### config.mk
export PLATFORM = sky130hd
export DESIGN_NAME = hevc_access_unit_assembler_top
export DESIGN_NICKNAME = d
export VERILOG_FILES = /design/src/rtl/hevc_aua_pkg.sv /design/src/rtl/hevc_access_unit_assembler_top.sv /design/src/rtl/hevc_aua_nal_class.sv /design/src/rtl/hevc_aua_unit.sv
export SDC_FILE = /design/constraint.sdc
export NUM_CORES = 1
export LEC_CHECK = 0
export BUFFER_PORTS_ARGS = -buffer_cell sky130_fd_sc_hd__buf_2
export CORE_AREA = 2 2 177 179
export DETAILED_ROUTE_END_ITERATION = 16
export DIE_AREA = 0 0 179 181
export HOLD_SLACK_MARGIN = 0.08
export PLACE_DENSITY = 0.78
export SLEW_MARGIN = 15
export SYNTH_ARGS = -nofsm -noshare
export SYNTH_HDL_FRONTEND = slang
export SYNTH_HIERARCHICAL = 1
export SYNTH_SLANG_ARGS = --single-unit
### constraint.sdc
create_clock -name clk_i -period 4.8 [get_ports clk_i]
set_input_delay 0.24 -clock clk_i [delete_from_list [all_inputs] [get_ports clk_i]]
set_output_delay 0.24 -clock clk_i [all_outputs]
set_load 0.05 [all_outputs]
### src/rtl/hevc_aua_pkg.sv
// ----------------------------------------------------------------------------
// HEVC access unit assembler package
// Shared request and result types, NAL type codes and lane constants.
// ----------------------------------------------------------------------------
package hevc_aua_pkg;

  // NAL unit type codes
  localparam logic [5:0] NalVps    = 6'd32;
  localparam logic [5:0] NalSps    = 6'd33;
  localparam logic [5:0] NalPps    = 6'd34;
  localparam logic [5:0] NalIrapLo = 6'd16;
  localparam logic [5:0] NalIrapHi = 6'd23;

  // Lanes carried per request and lanes that get classified
  localparam int unsigned NalTypesMax = 3;
  localparam int unsigned NalLanes    = 3;

  // Width of the byte count in a result
  localparam int unsigned UnitBytesW = 24;

  typedef struct packed {
    logic [31:0] rtp_timestamp;
    logic [31:0] source_id;
    logic [15:0] profile_key;
    logic        discontinuity;
    logic        payload_valid;
    logic [15:0] payload_bytes;
    logic        marker;
    logic        fragment_open;
    logic [1:0]  nal_count;
    logic [5:0]  nal_type_a;
    logic [5:0]  nal_type_b;
    logic [5:0]  nal_type_c;
  } hevc_aua_in_t;

  typedef struct packed {
    logic                  unit_ready;
    logic                  unit_dropped;
    logic [31:0]           unit_timestamp;
    logic [31:0]           unit_source_id;
    logic [15:0]           unit_profile_key;
    logic [UnitBytesW-1:0] unit_byte_count;
    logic                  saw_vps;
    logic                  saw_sps;
    logic                  saw_pps;
    logic                  saw_irap;
    logic                  random_access_ready;
  } hevc_aua_out_t;

  // Parameter set and IRAP seen flags of one unit
  typedef struct packed {
    logic irap;
    logic pps;
    logic sps;
    logic vps;
  } hevc_aua_seen_t;

endpackage

### src/rtl/hevc_access_unit_assembler_top.sv
// ----------------------------------------------------------------------------
// HEVC access unit assembler top level
// Groups depacketized RTP packet descriptors into HEVC access units.
// ----------------------------------------------------------------------------
// Usage:
//   Input channel (in_valid_i / in_ready_o / in_data_i) takes one packet
//   descriptor per request. Output channel (out_valid_o / out_ready_i /
//   out_data_o) returns exactly one result per request, in order: emitted
//   unit fields when unit_ready is set, unit_dropped when a unit was
//   discarded, zeros in the unit fields otherwise.
//   From acceptance to out_valid_o the input register holds the request, the
//   unit tracker folds it into the open unit and the result register
//   captures its outcome. Throughput is one request per cycle while the
//   receiver keeps up; the unit state is read and written in the same cycle
//   as the request advances.
//   When the receiver stalls, the result register holds its request and the
//   input register fills; in_ready_o falls only once both are occupied and
//   rises again in the cycle the output is taken.
//   Reset empties both registers and closes the open unit; no clearing pass.
// ----------------------------------------------------------------------------
module hevc_access_unit_assembler_top
  import hevc_aua_pkg::*;
#(
  parameter int unsigned COUNT_BITS = 24
) (
  input  logic          clk_i,
  input  logic          rst_ni,
  input  logic          in_valid_i,
  output logic          in_ready_o,
  input  hevc_aua_in_t  in_data_i,
  output logic          out_valid_o,
  input  logic          out_ready_i,
  output hevc_aua_out_t out_data_o
);

  logic          in_vld_q, in_vld_d;
  hevc_aua_in_t  in_q, in_d;
  logic          out_vld_q, out_vld_d;
  hevc_aua_out_t out_q, out_d;
  hevc_aua_out_t res;
  logic          adv;

  // Advance the held request when the result register is free or draining
  assign adv        = in_vld_q && (!out_vld_q || out_ready_i);
  assign in_ready_o = !in_vld_q || adv;

  hevc_aua_unit #(
    .COUNT_BITS (COUNT_BITS)
  ) u_unit (
    .clk_i  (clk_i),
    .rst_ni (rst_ni),
    .adv_i  (adv),
    .req_i  (in_q),
    .res_o  (res)
  );

  // Load the input register on an accepted request
  always_comb begin
    in_vld_d = in_vld_q;
    in_d     = in_q;
    if (in_valid_i && in_ready_o) begin
      in_vld_d = 1'b1;
      in_d     = in_data_i;
    end else if (adv) begin
      in_vld_d = 1'b0;
    end
  end

  // Capture the result, or drop it once taken
  always_comb begin
    out_vld_d = out_vld_q;
    out_d     = out_q;
    if (adv) begin
      out_vld_d = 1'b1;
      out_d     = res;
    end else if (out_ready_i) begin
      out_vld_d = 1'b0;
    end
  end

  always_ff @(posedge clk_i or negedge rst_ni) begin
    if (!rst_ni) begin
      in_vld_q  <= 1'b0;
      out_vld_q <= 1'b0;
    end else begin
      in_vld_q  <= in_vld_d;
      out_vld_q <= out_vld_d;
    end
  end

  always_ff @(posedge clk_i) begin
    in_q  <= in_d;
    out_q <= out_d;
  end

  assign out_valid_o = out_vld_q;
  assign out_data_o  = out_q;

  // A stalled result is not overwritten
  a_out_hold: assert property (@(posedge clk_i) disable iff (!rst_ni)
    out_vld_q && !out_ready_i |-> !adv)
    else $error("result overwritten while stalled");

  // Every advanced request shows up as a valid result next cycle
  a_adv_result: assert property (@(posedge clk_i) disable iff (!rst_ni)
    adv |=> out_vld_q)
    else $error("advanced request produced no result");

  // Ready stays high while the input register is empty
  a_ready_empty: assert property (@(posedge clk_i) disable iff (!rst_ni)
    !in_vld_q |-> in_ready_o)
    else $error("input refused while empty");

endmodule

### src/rtl/hevc_aua_nal_class.sv
// ----------------------------------------------------------------------------
// HEVC access unit assembler NAL classifier
// Flags VPS, SPS, PPS and IRAP among the valid NAL type lanes of a request.
// ----------------------------------------------------------------------------
module hevc_aua_nal_class
  import hevc_aua_pkg::*;
(
  input  logic [1:0]     nal_count_i,
  input  logic [5:0]     nal_type_a_i,
  input  logic [5:0]     nal_type_b_i,
  input  logic [5:0]     nal_type_c_i,
  output hevc_aua_seen_t seen_o
);

  logic [NalTypesMax-1:0][5:0] types;
  logic [NalTypesMax-1:0]      lane_en;

  assign types = {nal_type_c_i, nal_type_b_i, nal_type_a_i};

  // Enable a lane below both the request's count and the lane limit
  always_comb begin
    for (int i = 0; i < NalTypesMax; i++) begin
      lane_en[i] = (3'(i) < {1'b0, nal_count_i}) && (i < NalLanes);
    end
  end

  // OR the per-lane matches into the seen flags
  always_comb begin
    seen_o = '0;
    for (int i = 0; i < NalTypesMax; i++) begin
      if (lane_en[i]) begin
        seen_o.vps  = seen_o.vps  | (types[i] == NalVps);
        seen_o.sps  = seen_o.sps  | (types[i] == NalSps);
        seen_o.pps  = seen_o.pps  | (types[i] == NalPps);
        seen_o.irap = seen_o.irap | ((types[i] >= NalIrapLo) && (types[i] <= NalIrapHi));
      end
    end
  end

endmodule

### src/rtl/hevc_aua_unit.sv
// ----------------------------------------------------------------------------
// HEVC access unit assembler unit tracker
// Holds the open unit, folds in one request per advance and forms its result.
// ----------------------------------------------------------------------------
module hevc_aua_unit
  import hevc_aua_pkg::*;
#(
  parameter int unsigned COUNT_BITS = 24
) (
  input  logic          clk_i,
  input  logic          rst_ni,
  input  logic          adv_i,
  input  hevc_aua_in_t  req_i,
  output hevc_aua_out_t res_o
);

  localparam int unsigned ExtW = (COUNT_BITS > UnitBytesW) ? COUNT_BITS : UnitBytesW;

  logic                  open_q, open_d;
  logic                  corrupt_q, corrupt_d;
  logic [31:0]           ts_q, ts_d;
  logic [31:0]           sid_q, sid_d;
  logic [15:0]           pkey_q, pkey_d;
  logic [COUNT_BITS-1:0] cnt_q, cnt_d;
  hevc_aua_seen_t        seen_q, seen_d;

  hevc_aua_seen_t        req_seen;
  logic                  keep_open;
  logic                  early_drop;
  logic                  mismatch;
  logic [31:0]           ts_b, sid_b;
  logic [15:0]           pkey_b;
  logic [COUNT_BITS-1:0] cnt_b, cnt_n;
  logic [COUNT_BITS:0]   cnt_sum;
  logic                  corrupt_b, corrupt_n;
  hevc_aua_seen_t        seen_b, seen_n;
  logic                  emit;
  logic [ExtW-1:0]       cnt_ext;

  hevc_aua_nal_class u_nal_class (
    .nal_count_i  (req_i.nal_count),
    .nal_type_a_i (req_i.nal_type_a),
    .nal_type_b_i (req_i.nal_type_b),
    .nal_type_c_i (req_i.nal_type_c),
    .seen_o       (req_seen)
  );

  // Drop the open unit on a break or on a stream key change
  assign mismatch   = (req_i.rtp_timestamp != ts_q) || (req_i.source_id != sid_q) ||
                      (req_i.profile_key != pkey_q);
  assign keep_open  = open_q && !req_i.discontinuity && !mismatch;
  assign early_drop = open_q && !keep_open;

  // Start from the held unit, or open a fresh one on this request
  assign ts_b      = keep_open ? ts_q : req_i.rtp_timestamp;
  assign sid_b     = keep_open ? sid_q : req_i.source_id;
  assign pkey_b    = keep_open ? pkey_q : req_i.profile_key;
  assign cnt_b     = keep_open ? cnt_q : '0;
  assign seen_b    = keep_open ? seen_q : '0;
  assign corrupt_b = keep_open && corrupt_q;

  // Add the payload bytes with saturation and merge NAL flags, or mark the unit corrupt if invalid
  assign cnt_sum = {1'b0, cnt_b} + (COUNT_BITS + 1)'(req_i.payload_bytes);

  always_comb begin
    if (req_i.payload_valid) begin
      cnt_n     = cnt_sum[COUNT_BITS] ? '1 : cnt_sum[COUNT_BITS-1:0];
      seen_n    = seen_b | req_seen;
      corrupt_n = corrupt_b;
    end else begin
      cnt_n     = cnt_b;
      seen_n    = seen_b;
      corrupt_n = 1'b1;
    end
  end

  assign emit    = req_i.marker && !corrupt_n && !req_i.fragment_open && (cnt_n != '0);
  assign cnt_ext = ExtW'(cnt_n);

  // Form the result: unit fields zero unless a unit is emitted, plus the drop flag
  always_comb begin
    res_o              = '0;
    res_o.unit_dropped = early_drop || (req_i.marker && !emit);
    if (emit) begin
      res_o.unit_ready          = 1'b1;
      res_o.unit_timestamp      = ts_b;
      res_o.unit_source_id      = sid_b;
      res_o.unit_profile_key    = pkey_b;
      res_o.unit_byte_count     = cnt_ext[UnitBytesW-1:0];
      res_o.saw_vps             = seen_n.vps;
      res_o.saw_sps             = seen_n.sps;
      res_o.saw_pps             = seen_n.pps;
      res_o.saw_irap            = seen_n.irap;
      res_o.random_access_ready = &seen_n;
    end
  end

  // On an advance, close the unit on a marker, otherwise hold the updated unit
  always_comb begin
    open_d    = open_q;
    corrupt_d = corrupt_q;
    ts_d      = ts_q;
    sid_d     = sid_q;
    pkey_d    = pkey_q;
    cnt_d     = cnt_q;
    seen_d    = seen_q;
    if (adv_i) begin
      if (req_i.marker) begin
        open_d    = 1'b0;
        corrupt_d = 1'b0;
        ts_d      = '0;
        sid_d     = '0;
        pkey_d    = '0;
        cnt_d     = '0;
        seen_d    = '0;
      end else begin
        open_d    = 1'b1;
        corrupt_d = corrupt_n;
        ts_d      = ts_b;
        sid_d     = sid_b;
        pkey_d    = pkey_b;
        cnt_d     = cnt_n;
        seen_d    = seen_n;
      end
    end
  end

  always_ff @(posedge clk_i or negedge rst_ni) begin
    if (!rst_ni) begin
      open_q    <= 1'b0;
      corrupt_q <= 1'b0;
      ts_q      <= '0;
      sid_q     <= '0;
      pkey_q    <= '0;
      cnt_q     <= '0;
      seen_q    <= '0;
    end else begin
      open_q    <= open_d;
      corrupt_q <= corrupt_d;
      ts_q      <= ts_d;
      sid_q     <= sid_d;
      pkey_q    <= pkey_d;
      cnt_q     <= cnt_d;
      seen_q    <= seen_d;
    end
  end

  // A closed unit carries no leftover count, flags or corruption
  a_closed_clean: assert property (@(posedge clk_i) disable iff (!rst_ni)
    !open_q |-> (cnt_q == '0) && (seen_q == '0) && !corrupt_q)
    else $error("closed unit holds stale state");

  // A marker request always closes the unit
  a_marker_closes: assert property (@(posedge clk_i) disable iff (!rst_ni)
    adv_i && req_i.marker |=> !open_q)
    else $error("unit still open after marker");

  // An invalid payload without marker leaves the unit open and corrupt
  a_invalid_corrupts: assert property (@(posedge clk_i) disable iff (!rst_ni)
    adv_i && !req_i.payload_valid && !req_i.marker |=> open_q && corrupt_q)
    else $error("invalid payload did not mark unit corrupt");

  // A break reopens the unit on the request's own timestamp
  a_disc_reopens: assert property (@(posedge clk_i) disable iff (!rst_ni)
    adv_i && req_i.discontinuity && !req_i.marker |=>
      open_q && (ts_q == $past(req_i.rtp_timestamp)))
    else $error("discontinuity did not reopen unit");

endmodule

==> results by group, run 1 <==
Final layout
  • Most common cell after layout, fill and taps aside: buf_2
  • Layout overhead on the synthesized area: 38.4%
  • FF+latch area: slightly below 0.01 mm^2
  • Multi-input gate area: 0.00577 mm^2
  • # fillers: ~2000
  • Commonest cells after routing, fill and taps aside: buf_2, edfxtp_1, buf_4
  • Final net count: approximately 1900
  • Share of cells above drive strength 1: approximately 34%

Drt
  • Top Layer Used: met4
  • Final WL: 46.6 mm
  • Routed vias/inst: 5.64
  • Routed len/inst: 21.2 um
  • Met2 routed WL: around 22 mm
  • DRT antenna net count: 0
  • WL met3: between 4 and 5 mm
  • Drt initial violations: around 1300
  • Vias: ~12000
  • Drt first pass iters: 6
  • Routed length on met1: ~18 mm
  • Drt drc: 0

Logic synthesis
  • Mapped Area: roughly 0.016 mm^2
  • Mapped Cells: about 1300
  • Synth area leaders: edfxtp_1, dfrtp_1, nand3b_1
  • Yosys warns: 6
  • Synth cell types: 83
  • Net count after synthesis: 1407
  • Post-synth EDFFs: roughly 230
  • Asr flop ratio synth: between 30% and 40%
  • Sequential share of the synthesized area: 62.5%
  • Post-synth top area cell: edfxtp_1
  • Synth top area share: approximately 45%
  • Synth Flop Type: edfxtp_1
  • Synthesized flop and latch total: around 340
  • Mapped Avg Cell Area: 12.3 um^2

Critical path
  • Critical path fanouts, max: 7
  • Worst Path Required: between 5000 and 6000 ps
  • Worst Setup Path Type: reg -> reg
  • CP Launch Type: register
  • Critical path endpoint category: register
  • Critical path arrival: between 5000 and 6000 ps

Global routing
  • Largest net degree at the start of global routing: approximately 160
  • Vias in the first global route: around 12000
  • GRT Resource Usage Total: 27.7%
  • First-pass GRT wire length: 68.8 mm
  • Grt total ovfl: 0
  • Initial antenna violation count: 4

Die
  • Die Wd: 179 um
  • Die height: approximately 180 um
  • Area of the core: just over 0.03 mm^2
  • Initial Util: a little over 50%
  • FP Rows: 64
  • Die area: approximately 0.032 mm^2
  • Ports: roughly 240

Pwr
  • Leakage power: roughly 9.0 nW
  • Total Power: 0.00757 W
  • P per Cell Area: between 300 and 400 mW/mm^2
  • Maximum VDD drop: ~0.00036 V

STA
  • Max Slew Vio Count: 0
  • Slew headroom: a little over a third
  • Tightest Pin Transition: 970 ps
  • Slack of the critical path: -325 ps
  • Maximum clock rate: 195 MHz
  • RSZ-0062 raised after global routing: yes
  • Fin. Hold Viols: 0
  • Hold WS: 376 ps
  • Clock period minus worst slack: ~5100 ps
  • Clock Skew: between 30 and 40 ps
  • Tcrit/Tclk final: 107%
  • Setup violation total in the final timing report: 87

Placement
  • Post-place setup slack: -535 ps
  • Hpwl dp: 27.3 mm
  • Placer congestion estimate: roughly 0.9
  • Port buffer count: roughly 240

Clocking
  • CTS root buf: clkbuf_16
  • Clk pin slew, worst setup/hold paths: about 60 ps
  • TritonCTS Buffers: 36
  • Insertion delay to the later sink of the worst-skew pair: between 500 and 600 ps
  • Sink Count: about 340
  • H-tree levels: 2
  • CTS Buffer Depth: 3
  • TritonCTS clock tree: yes

Run status
  • Failing checks: setup timing
  • Outcome: complete, but fails checks

Job
  • Maxcap violations: 0

Hold path
  • Min-delay worst type: in -> async
sequential cells by signal, indices dropped and copies added, names as in the netlist:
name,count
in_q,120
u_unit/cnt_q,24
out_valid_o,1
u_unit/ts_q,32
out_data_o,111
in_vld_q,1
u_unit/corrupt_q,1
u_unit/seen_q,4
u_unit/open_q,1
u_unit/pkey_q,16
u_unit/sid_q,32
final timing paths:
kind	start	endpoint	slack, ps	cells past startpoint
max	in_q[80]	out_data_o[3]	-320	22
min	rst_ni	u_unit/ts_q[12]	380	2
max reg2reg	in_q[80]	out_data_o[3]	-320	22
min reg2reg	u_unit/cnt_q[7]	u_unit/cnt_q[7]	520	1
max in group asynchronous	rst_ni	u_unit/cnt_q[19]	3230	3
min in group clk_i	in_data_i[99]	in_q[99]	400	2
where the power goes:
part	switching [W]	internal (W)
clock network	0.00119	0.00157
registers	0.000177	0.00344
logic	0.000748	0.000445
kinds of logic (layout without fill, tap and decap cells):
| logic type | Yosys count | count (layout) | synth area share [%] |
|---|---|---|---|
| other | 0 | 4 | 0 |
| xor gates and xnor gates | 77 | 77 | 4.33 |
| buffers and inverters | 159 | 695 | 4.20 |
| AOI/OAI and AO/OA | 246 | 246 | 10.6 |
| and+or+nand+nor | 419 | 419 | 16.6 |
| adders and majority gates | 17 | 17 | 1.41 |
| DFF | 343 | 343 | 62.5 |
| muxes | 5 | 5 | 0.321 |
stage by stage:
step                      utilization (%)  setup TNS [ps]  cell area (um^2)  std cells
after CTS                            69.7          -17430             21200       2189
final                                71.1          -23400             21600       2202
after global placement               59.5          -38550             18100       1973
after global routing                 71.0          -38900             21600       2201
after floorplan                         -               0             15600       1266
after detailed placement             59.5          -43260             18100       1973
what timing repair did:
item / 4_1_cts / 5_1_grt
hold buffers: 124 / 0
endpoints found under the hold margin: 191 / 0
setup endpoints to repair: 89 / 92
pin swaps: 36 / 15
gates cloned: 8 / 4
buffers inserted: 18 / 7
gates resized for setup: 77 / 71
per-layer routing:
layer	GRT usage, %	vias up
met4	9.63	0
met5	0	-
met2	44.6	695
met3	5.77	141
met1	37.4	5998
li1	-	5583
Yosys cell counts, types with 7 or more instances:
master,count
a21oi_1,31
a22oi_1,12
and2_1,90
and3_1,26
clkbuf_1,46
dfrtp_1,112
edfxtp_1,231
ha_1,16
inv_1,96
nand2_1,44
nand2b_1,7
nand3_1,14
nand3b_1,76
nand4_1,14
nor2_1,51
nor2b_1,33
nor3_1,8
nor4_1,25
o21ai_0,97
o22ai_1,10
o2bb2ai_1,14
o31ai_1,8
xnor2_1,13
xor2_1,64
worst max-delay path, stage by stage, from the launching register on:
cell and delay [ps]:
edfxtp_1 470, xor2_1 200, nor2_1 350, nand4_1 240, nor4_4 300, buf_4 170
buf_6 100, buf_6 120, and3_4 210, ha_4 220, a21o_1 210, o41ai_2 390
buf_4 210, a41oi_2 150, xnor2_2 230, and2_4 180, a21oi_1 70, nor4_2 260
buf_4 170, a21oi_4 80, clkbuf_16 210, buf_16 150, nor2b_4 120
layout make-up:
| cell class | count | area share [%] |
|---|---|---|
| Clock buffer | 51 | 4.77 |
| Inverter | 96 | 1.67 |
| Tap cell | 396 | 2.30 |
| Multi-Input combinational cell | 764 | 26.8 |
| Sequential cell | 343 | 45.2 |
| Clock inverter | 15 | 0.673 |
| Antenna cell | 4 | 0.0464 |
| Timing Repair Buffer | 533 | 18.6 |
Note: power is estimated with default switching activity, not from simulation.
==> run 2: changes to the inputs <==
--- a/config.mk
+++ b/config.mk
@@ -10,6 +10,7 @@
 export DETAILED_ROUTE_END_ITERATION = 16
 export DIE_AREA = 0 0 179 181
 export HOLD_SLACK_MARGIN = 0.08
+export MAX_ROUTING_LAYER = met4
 export PLACE_DENSITY = 0.78
 export SLEW_MARGIN = 15
 export SYNTH_ARGS = -nofsm -noshare
==> run 2 against run 1 <==
Net effect:
- the flow still finishes with violations (setup timing)
- non-clock buffer count is 3 lower
- total power is 1.5% higher
- clock power is 6% higher
- clock skew is 15 ps lower
- global-route usage is 0.77 points higher
- worst hold slack worse by 7.3 ps
- sequential share of layout area is 0.52 points higher
- final cell count is 0.14% lower
- maximum frequency is 4.1% lower
- setup slack worse by 220 ps
- largest power group unchanged
- highest routed layer unchanged
==> results by group, run 2 (synthesis gave the netlist of run 1 again) <==
Pwr
  • Internal power: 0.00556 W (+2.0%)
  • Combinational share of power: 15.0% (-0.7 points)
  • Leakage power: 8.97 nW (-0.85%)
  • Switching power total: 0.00212 W (+0.12%)
  • Clk pwr share: 38.0% (+1.5 points)
  • Switch share: 27.6% (-0.37 points)
  • Seq pwr share: 47.0% (-0.8 points)
  • P per Cell Area: 360 mW/mm^2 (+2.6%)
  • Total Power: 0.00768 W (+1.5%)
  • Maximum VDD drop: 0.000417 V (+14%)

STA
  • Maximum clock rate: 187 MHz (-4.1%)
  • Final TNS setup: -42660 ps (-19260 ps)
  • Tightest Pin Transition: 946 ps (-24.1 ps)
  • Hold WS: 368 ps (-7.31 ps)
  • Slack of the critical path: -546 ps (-222 ps)
  • Slew headroom: 37.0% (+1.6 points)
  • RSZ-0062 raised after global routing: yes
  • Fin. Hold Viols: 0 (unchanged)
  • Max Slew Vio Count: 0 (unchanged)
  • Clock period minus worst slack: 5350 ps (+222 ps)
  • Clock Skew: 20.9 ps (-14.7 ps)
  • Tcrit/Tclk final: 111% (+4.6 points)
  • Setup violation total in the final timing report: 87 (unchanged)

Critical path
  • Worst Setup Path Type: reg -> reg
  • Worst Path Required: 5080 ps (+20 ps)
  • Critical path fanouts, max: 19 (+12)
  • CP Launch Type: register
  • Critical path endpoint category: register
  • Critical path arrival: 5630 ps (+250 ps)
  • Reg2reg setup slack: -550 ps (-220 ps)

Die
  • Area of the core: 0.0303 mm^2 (unchanged)
  • Die height: 181 um (unchanged)
  • Die area: 0.0324 mm^2 (unchanged)
  • FP Rows: 64 (unchanged)
  • Ports: 237 (unchanged)
  • Initial Util: 51.3% (unchanged)
  • Die Wd: 179 um (unchanged)

Hold path
  • Min-delay worst type: in -> async

Clocking
  • Insertion delay to the later sink of the worst-skew pair: 540 ps (about the same)
  • Sink Count: 343 (unchanged)
  • H-tree levels: 2 (unchanged)
  • TritonCTS Buffers: 37 (+2.8%)
  • CTS root buf: clkbuf_16
  • TritonCTS clock tree: yes
  • CTS Buffer Depth: 3 (unchanged)
  • Clk pin slew, worst setup/hold paths: 60 ps (about the same)

Final layout
  • # fillers: 2045 (+1.5%)
  • Commonest cells after routing, fill and taps aside: buf_2, edfxtp_1, buf_4
  • Max reg flops: 120 (unchanged)
  • FF+latch area: 0.00974 mm^2 (unchanged)
  • Most common cell after layout, fill and taps aside: buf_2
  • Post-layout util: 70.2% (-0.80 points)
  • Share of cells above drive strength 1: 32.1% (-1.9 points)
  • Final net count: 1913 (-0.10%)
  • Biggest register: in_q
  • Layout overhead on the synthesized area: 36.8%
  • Multi-input gate area: 0.00563 mm^2 (-2.4%)

Global routing
  • Vias in the first global route: 12511 (+0.31%)
  • Grt total ovfl: 0 (unchanged)
  • GRT Resource Usage Total: 28.5% (+0.77 points)
  • First-pass GRT wire length: 68.5 mm (-0.49%)
  • Initial antenna violation count: 2 (-2)
  • Largest net degree at the start of global routing: 153 (-1.9%)

Drt
  • Routed len/inst: 20.7 um (-2.3%)
  • Vias: 12404 (-0.10%)
  • Routed vias/inst: 5.64 (about the same)
  • Drt initial violations: 1318 (-2.3%)
  • Drt first pass iters: 6 (unchanged)
  • DRT antenna net count: 0 (unchanged)
  • Drt drc: 0 (unchanged)
  • Final WL: 45.5 mm (-2.5%)

Placement
  • Hpwl dp: 27.4 mm (+0.26%)
  • Post-place setup slack: -535 ps (+0.0160 ps)
  • Port buffer count: 236 (unchanged)
  • Placer congestion estimate: 0.936 (+5.0%)

Run status
  • Failing checks: setup timing
  • Outcome: complete, but fails checks

Job
  • Maxcap violations: 0 (unchanged)
-- run 2: cell types whose count changed in the layout (fill, tap and decap cells not counted), sizes merged --
cell	previous run	this run
clkbuf	55	43
clkinv	11	16
bufinv	1	4
clkinvlp	2	3
inv	97	99
diode	4	2
-- run 2: repair_timing --
item / in CTS / in global routing
resized for setup: 75 / 38
hold buffers: 124 / 0
hold endpoints to repair: 186 / 0
pin swaps: 20 / 19
endpoints found under the setup margin: 89 / 100
cloned: 7 / 2
setup buffers: 19 / 5
-- run 2: path summary, 6_finish.rpt --
path                               endpoint            start  cells past startpoint
hold reg to reg             u_unit/sid_q[7]  u_unit/sid_q[7]                      2
hold / removal              u_unit/ts_q[13]           rst_ni                      2
setup reg to reg             out_data_o[45]         in_q[96]                     23
max in group asynchronous  u_unit/corrupt_q           rst_ni                      3
min in group clk_i                 in_q[60]    in_data_i[60]                      2
setup / recovery             out_data_o[45]         in_q[96]                     23
-- run 2: metal layers --
metal | GRT usage, % | vias up | routed length, um
met3 | 5.64 | 111 | 3950
met4 | 10.8 | 0 | 1740
li1 | - | 5583 | -
met1 | 37.1 | 6068 | 18100
met2 | 44.2 | 642 | 21700
met5 | - | - | 0
-- run 2: worst max-delay path, stage by stage (launching register included) --
cell and delay (ps):
edfxtp_1 440, xor2_1 200, nor4_1 390, nand4_1 320
nor4_4 370, buf_4 210, nand2_2 100, buf_4 160
nor2_1 120, ha_1 290, a21oi_2 170, o211ai_1 120
o211ai_1 200, buf_4 190, nand2_1 70, a31oi_2 240
buf_4 160, o31ai_4 80, o32ai_2 370, and3_4 270
a21oi_4 110, buf_6 180, buf_12 160, and2_1 170
-- run 2: layout make-up --
type | count | area share [%]
diodes | 2 | 0.0235
inverters | 96 | 1.69
well taps | 396 | 2.32
clock inverters | 26 | 1.26
repair buffers | 530 | 18.0
multi-input cells | 764 | 26.4
clock buffers | 42 | 4.57
flip-flops and latches | 343 | 45.7
-- run 2: power by group through the flow --
stage               clock (W)  sequential (W)  combinational [W]
CTS                   0.00294         0.00360            0.00112
detailed placement          0         0.00365           0.000989
floorplan                   0         0.00385           0.000411
global route          0.00307         0.00363            0.00122
finish                0.00292         0.00361            0.00115
global placement            0         0.00365           0.000970
-- run 2: metrics by stage --
| step | area, um^2 | instances |
|---|---|---|
| after floorplan | 15600 | 1266 |
| after global placement | 18100 | 1977 |
| after detailed placement | 18100 | 1977 |
| after CTS | 21200 | 2195 |
| after global routing | 21300 | 2199 |
| final | 21300 | 2199 |
==> run 3: changes to the inputs <==
--- a/config.mk
+++ b/config.mk
@@ -6,9 +6,9 @@
 export NUM_CORES = 1
 export LEC_CHECK = 0
 export BUFFER_PORTS_ARGS = -buffer_cell sky130_fd_sc_hd__buf_2
-export CORE_AREA = 2 2 177 179
+export CORE_AREA = 2 2 197 160
 export DETAILED_ROUTE_END_ITERATION = 16
-export DIE_AREA = 0 0 179 181
+export DIE_AREA = 0 0 199 162
 export HOLD_SLACK_MARGIN = 0.08
 export MAX_ROUTING_LAYER = met4
 export PLACE_DENSITY = 0.78
==> run 3 against run 2 <==
Net effect:
- the flow still finishes with violations (setup timing)
- non-clock buffer count down 18
- setup slack better by 250 ps
- clock skew up 2.1 ps
- sequential share of layout area up 0.50 points
- worst hold slack worse by 200 ps
- maximum frequency up 5.0%
- first-iteration DRC count down 6.3%
- die area down 0.50%
- clock power down 6%
- core utilization down 0.34 points
- flip-flop and latch count unchanged
==> results by group, run 3 (synthesis gave the netlist of run 1 again) <==
Global routing
  • Largest net degree at the start of global routing: 240 (+57%)
  • GRT Resource Usage Total: 29.1% (+0.59 points)
  • First-pass GRT wire length: 68.8 mm (+0.45%)
  • Initial antenna violation count: 2 (unchanged)
  • Vias in the first global route: 12203 (-2.5%)
  • Grt total ovfl: 0 (unchanged)

Pwr
  • Combinational share of power: 15.2% (+0.2 points)
  • Leakage power: 8.83 nW (-1.6%)
  • Switching power total: 0.00211 W (-0.48%)
  • Switch share: 28.1% (+0.53 points)
  • Maximum VDD drop: 0.000361 V (-13%)
  • Internal power: 0.00539 W (-3.0%)
  • Seq pwr share: 48.2% (+1.2 points)
  • P per Cell Area: 356 mW/mm^2 (-1.3%)
  • Clk pwr share: 36.6% (-1.4 points)

Die
  • Die Wd: 199 um (+11%)
  • Initial Util: 51.6% (+0.31 points)
  • Die area: 0.0322 mm^2 (-0.50%)
  • Die height: 162 um (-10%)
  • Area of the core: 0.0302 mm^2 (-0.60%)
  • Ports: 237 (unchanged)
  • FP Rows: 57 (-11%)

Job
  • Maxcap violations: 0 (unchanged)

Clocking
  • CTS root buf: clkbuf_16
  • Clk pin slew, worst setup/hold paths: 60 ps (about the same)
  • H-tree levels: 2 (unchanged)
  • CTS Buffer Depth: 3 (unchanged)
  • Sink Count: 343 (unchanged)
  • TritonCTS Buffers: 36 (-2.7%)
  • TritonCTS clock tree: yes
  • Insertion delay to the later sink of the worst-skew pair: 540 ps (about the same)

STA
  • Fin. Hold Viols: 0 (unchanged)
  • Tcrit/Tclk final: 106% (-5.3 points)
  • Final TNS setup: -18280 ps (+24380 ps)
  • Clock Skew: 23.0 ps (+2.07 ps)
  • Slew headroom: 23.1% (-14 points)
  • Setup violation total in the final timing report: 87 (unchanged)
  • Tightest Pin Transition: 1150 ps (+207 ps)
  • Clock period minus worst slack: 5090 ps (-254 ps)
  • Max Slew Vio Count: 0 (unchanged)
  • Slack of the critical path: -292 ps (+254 ps)
  • RSZ-0062 raised after global routing: yes
  • Maximum clock rate: 196 MHz (+5.0%)

Final layout
  • Final net count: 1894 (-0.99%)
  • Most common cell after layout, fill and taps aside: buf_2
  • Final Instance Area: 0.0211 mm^2 (-1.1%)
  • Layout overhead on the synthesized area: 35.4%
  • Share of cells above drive strength 1: 30.3% (-1.8 points)
  • Fin cells: 2196 (-0.14%)
  • Commonest cells after routing, fill and taps aside: buf_2, edfxtp_1, buf_4
  • Post-layout util: 69.9% (-0.34 points)
  • Max reg flops: 120 (unchanged)
  • Biggest register: in_q

Critical path
  • Worst Path Required: 5090 ps (about the same)
  • CP Launch Type: register
  • RR Endpoint: out_data_o[72]
  • Crit-path slowest cell: edfxtp_1
  • CP Buf/Inv Count: 7 (+1)
  • Cells along the critical path: xor2_1 > nor4_2 > buf_4 > nand4_1 > nor4_4 > buf_4 > and3_4 > ha_4 > buf_4 > a21oi_2 > nand2_2 > nand4b_4 > nand2_1 > a31oi_2 > buf_4 > buf_4 > o31ai_4 > o32ai_2 > and3_1 > a21oi_4 > buf_12 > buf_16 > and2_4
  • Max stage delay on crit path: 410 ps (-30 ps)
  • Critical path fanouts, max: 11 (-8)
  • CP most frequent cell: buf_4
  • Family with the most delay on the worst path: simple AND/OR/NAND/NOR gates
  • Reg2reg setup slack: -290 ps (+250 ps)
  • Critical path endpoint category: register
  • Worst r2r path cells: 23 (unchanged)
  • Worst Setup Path Type: reg -> reg
  • Start of the worst register-to-register path: in_q[66]
  • Critical path arrival: 5380 ps (-250 ps)

Drt
  • Routed vias/inst: 5.56 (-1.4%)
  • Routed len/inst: 20.8 um (+0.41%)
  • Drt first pass iters: 5 (-1)
  • Drt initial violations: 1235 (-6.3%)
  • Vias: 12210 (-1.6%)
  • DRT antenna net count: 0 (unchanged)
  • Final WL: 45.6 mm (+0.27%)
  • Drt drc: 0 (unchanged)

Placement
  • Dpl cells: 1984 (+0.35%)
  • Post-Place Cell Area: 0.0180 mm^2 (-0.37%)
  • Port buffer count: 236 (unchanged)
  • Hpwl dp: 29.0 mm (+6.1%)
  • Placer congestion estimate: 1.01 (+8.4%)

Hold path
  • Min-delay worst type: in -> async

Run status
  • Failing checks: setup timing
  • Outcome: complete, but fails checks
-- run 3: repair_timing --
action | 4_1_cts | 5_1_grt
gates cloned | 2 | 2
resized for setup | 57 | 37
pin swaps | 33 | 13
setup buffers | 11 | 6
endpoints found under the setup margin | 87 | 87
endpoints found under the hold margin | 147 | 0
hold buffers | 124 | 0
-- run 3: worst max-delay path by stage --
stage,cells past startpoint,to,startpoint,slack [ps]
2_1_floorplan,20,out_data_o[59],in_q[43],30
3_3_place_gp,21,out_data_o[75],in_q[68],-340
3_5_place_dp,23,out_data_o[43],in_q[118],-450
4_1_cts,22,out_data_o[72],in_q[64],-230
5_1_grt,22,out_data_o[85],in_q[66],-490
6_report,23,out_data_o[72],in_q[66],-290
-- run 3: worst reg2reg max path, stage by stage, from the launching register on --
cell and delay, ps:
edfxtp_1 410, xor2_1 170, nor4_2 350, buf_4 210, nand4_1 190, nor4_4 320
buf_4 220, and3_4 200, ha_4 200, buf_4 130, a21oi_2 220, nand2_2 200
nand4b_4 180, nand2_1 100, a31oi_2 210, buf_4 150, buf_4 110, o31ai_4 60
o32ai_2 340, and3_1 290, a21oi_4 110, buf_12 170, buf_16 150, and2_4 150
-- run 3: cell type report --
cell class	count	area (um^2)
Fill cell	2056	9080
Inverter	96	360
Antenna cell	2	5.00
Multi-Input combinational cell	764	5650
Sequential cell	343	9740
Clock buffer	48	998
Timing Repair Buffer	512	3660
Tap cell	413	517
Clock inverter	18	156
-- run 3: layer usage --
metal  vias up  GRT usage (%)  wire, um
li1       5551              -         -
met1      5973           41.5     20000
met2       599           41.6     20100
met3        87           6.75      4390
met4         0           9.02      1170
met5         -              -         0
-- run 3: per-stage QoR --
stage / worst slack [ps] / total power, W / hold slack, ps
5_1_grt: -489 / 0.00777 / 187
3_5_place_dp: -453 / 0.00466 / 179
2_1_floorplan: 31.3 / 0.00426 / -55.6
4_1_cts: -235 / 0.00748 / 162
6_report: -292 / 0.00750 / 166
3_3_place_gp: -340 / 0.00463 / 180
-- run 3: power by group through the flow --
stage	combinational (W)	sequential, W	clock, W
after detailed placement	0.000996	0.00366	0
after global placement	0.000977	0.00365	0
after global routing	0.00122	0.00364	0.00291
after CTS	0.00110	0.00361	0.00277
after floorplan	0.000411	0.00385	0
final	0.00114	0.00362	0.00275
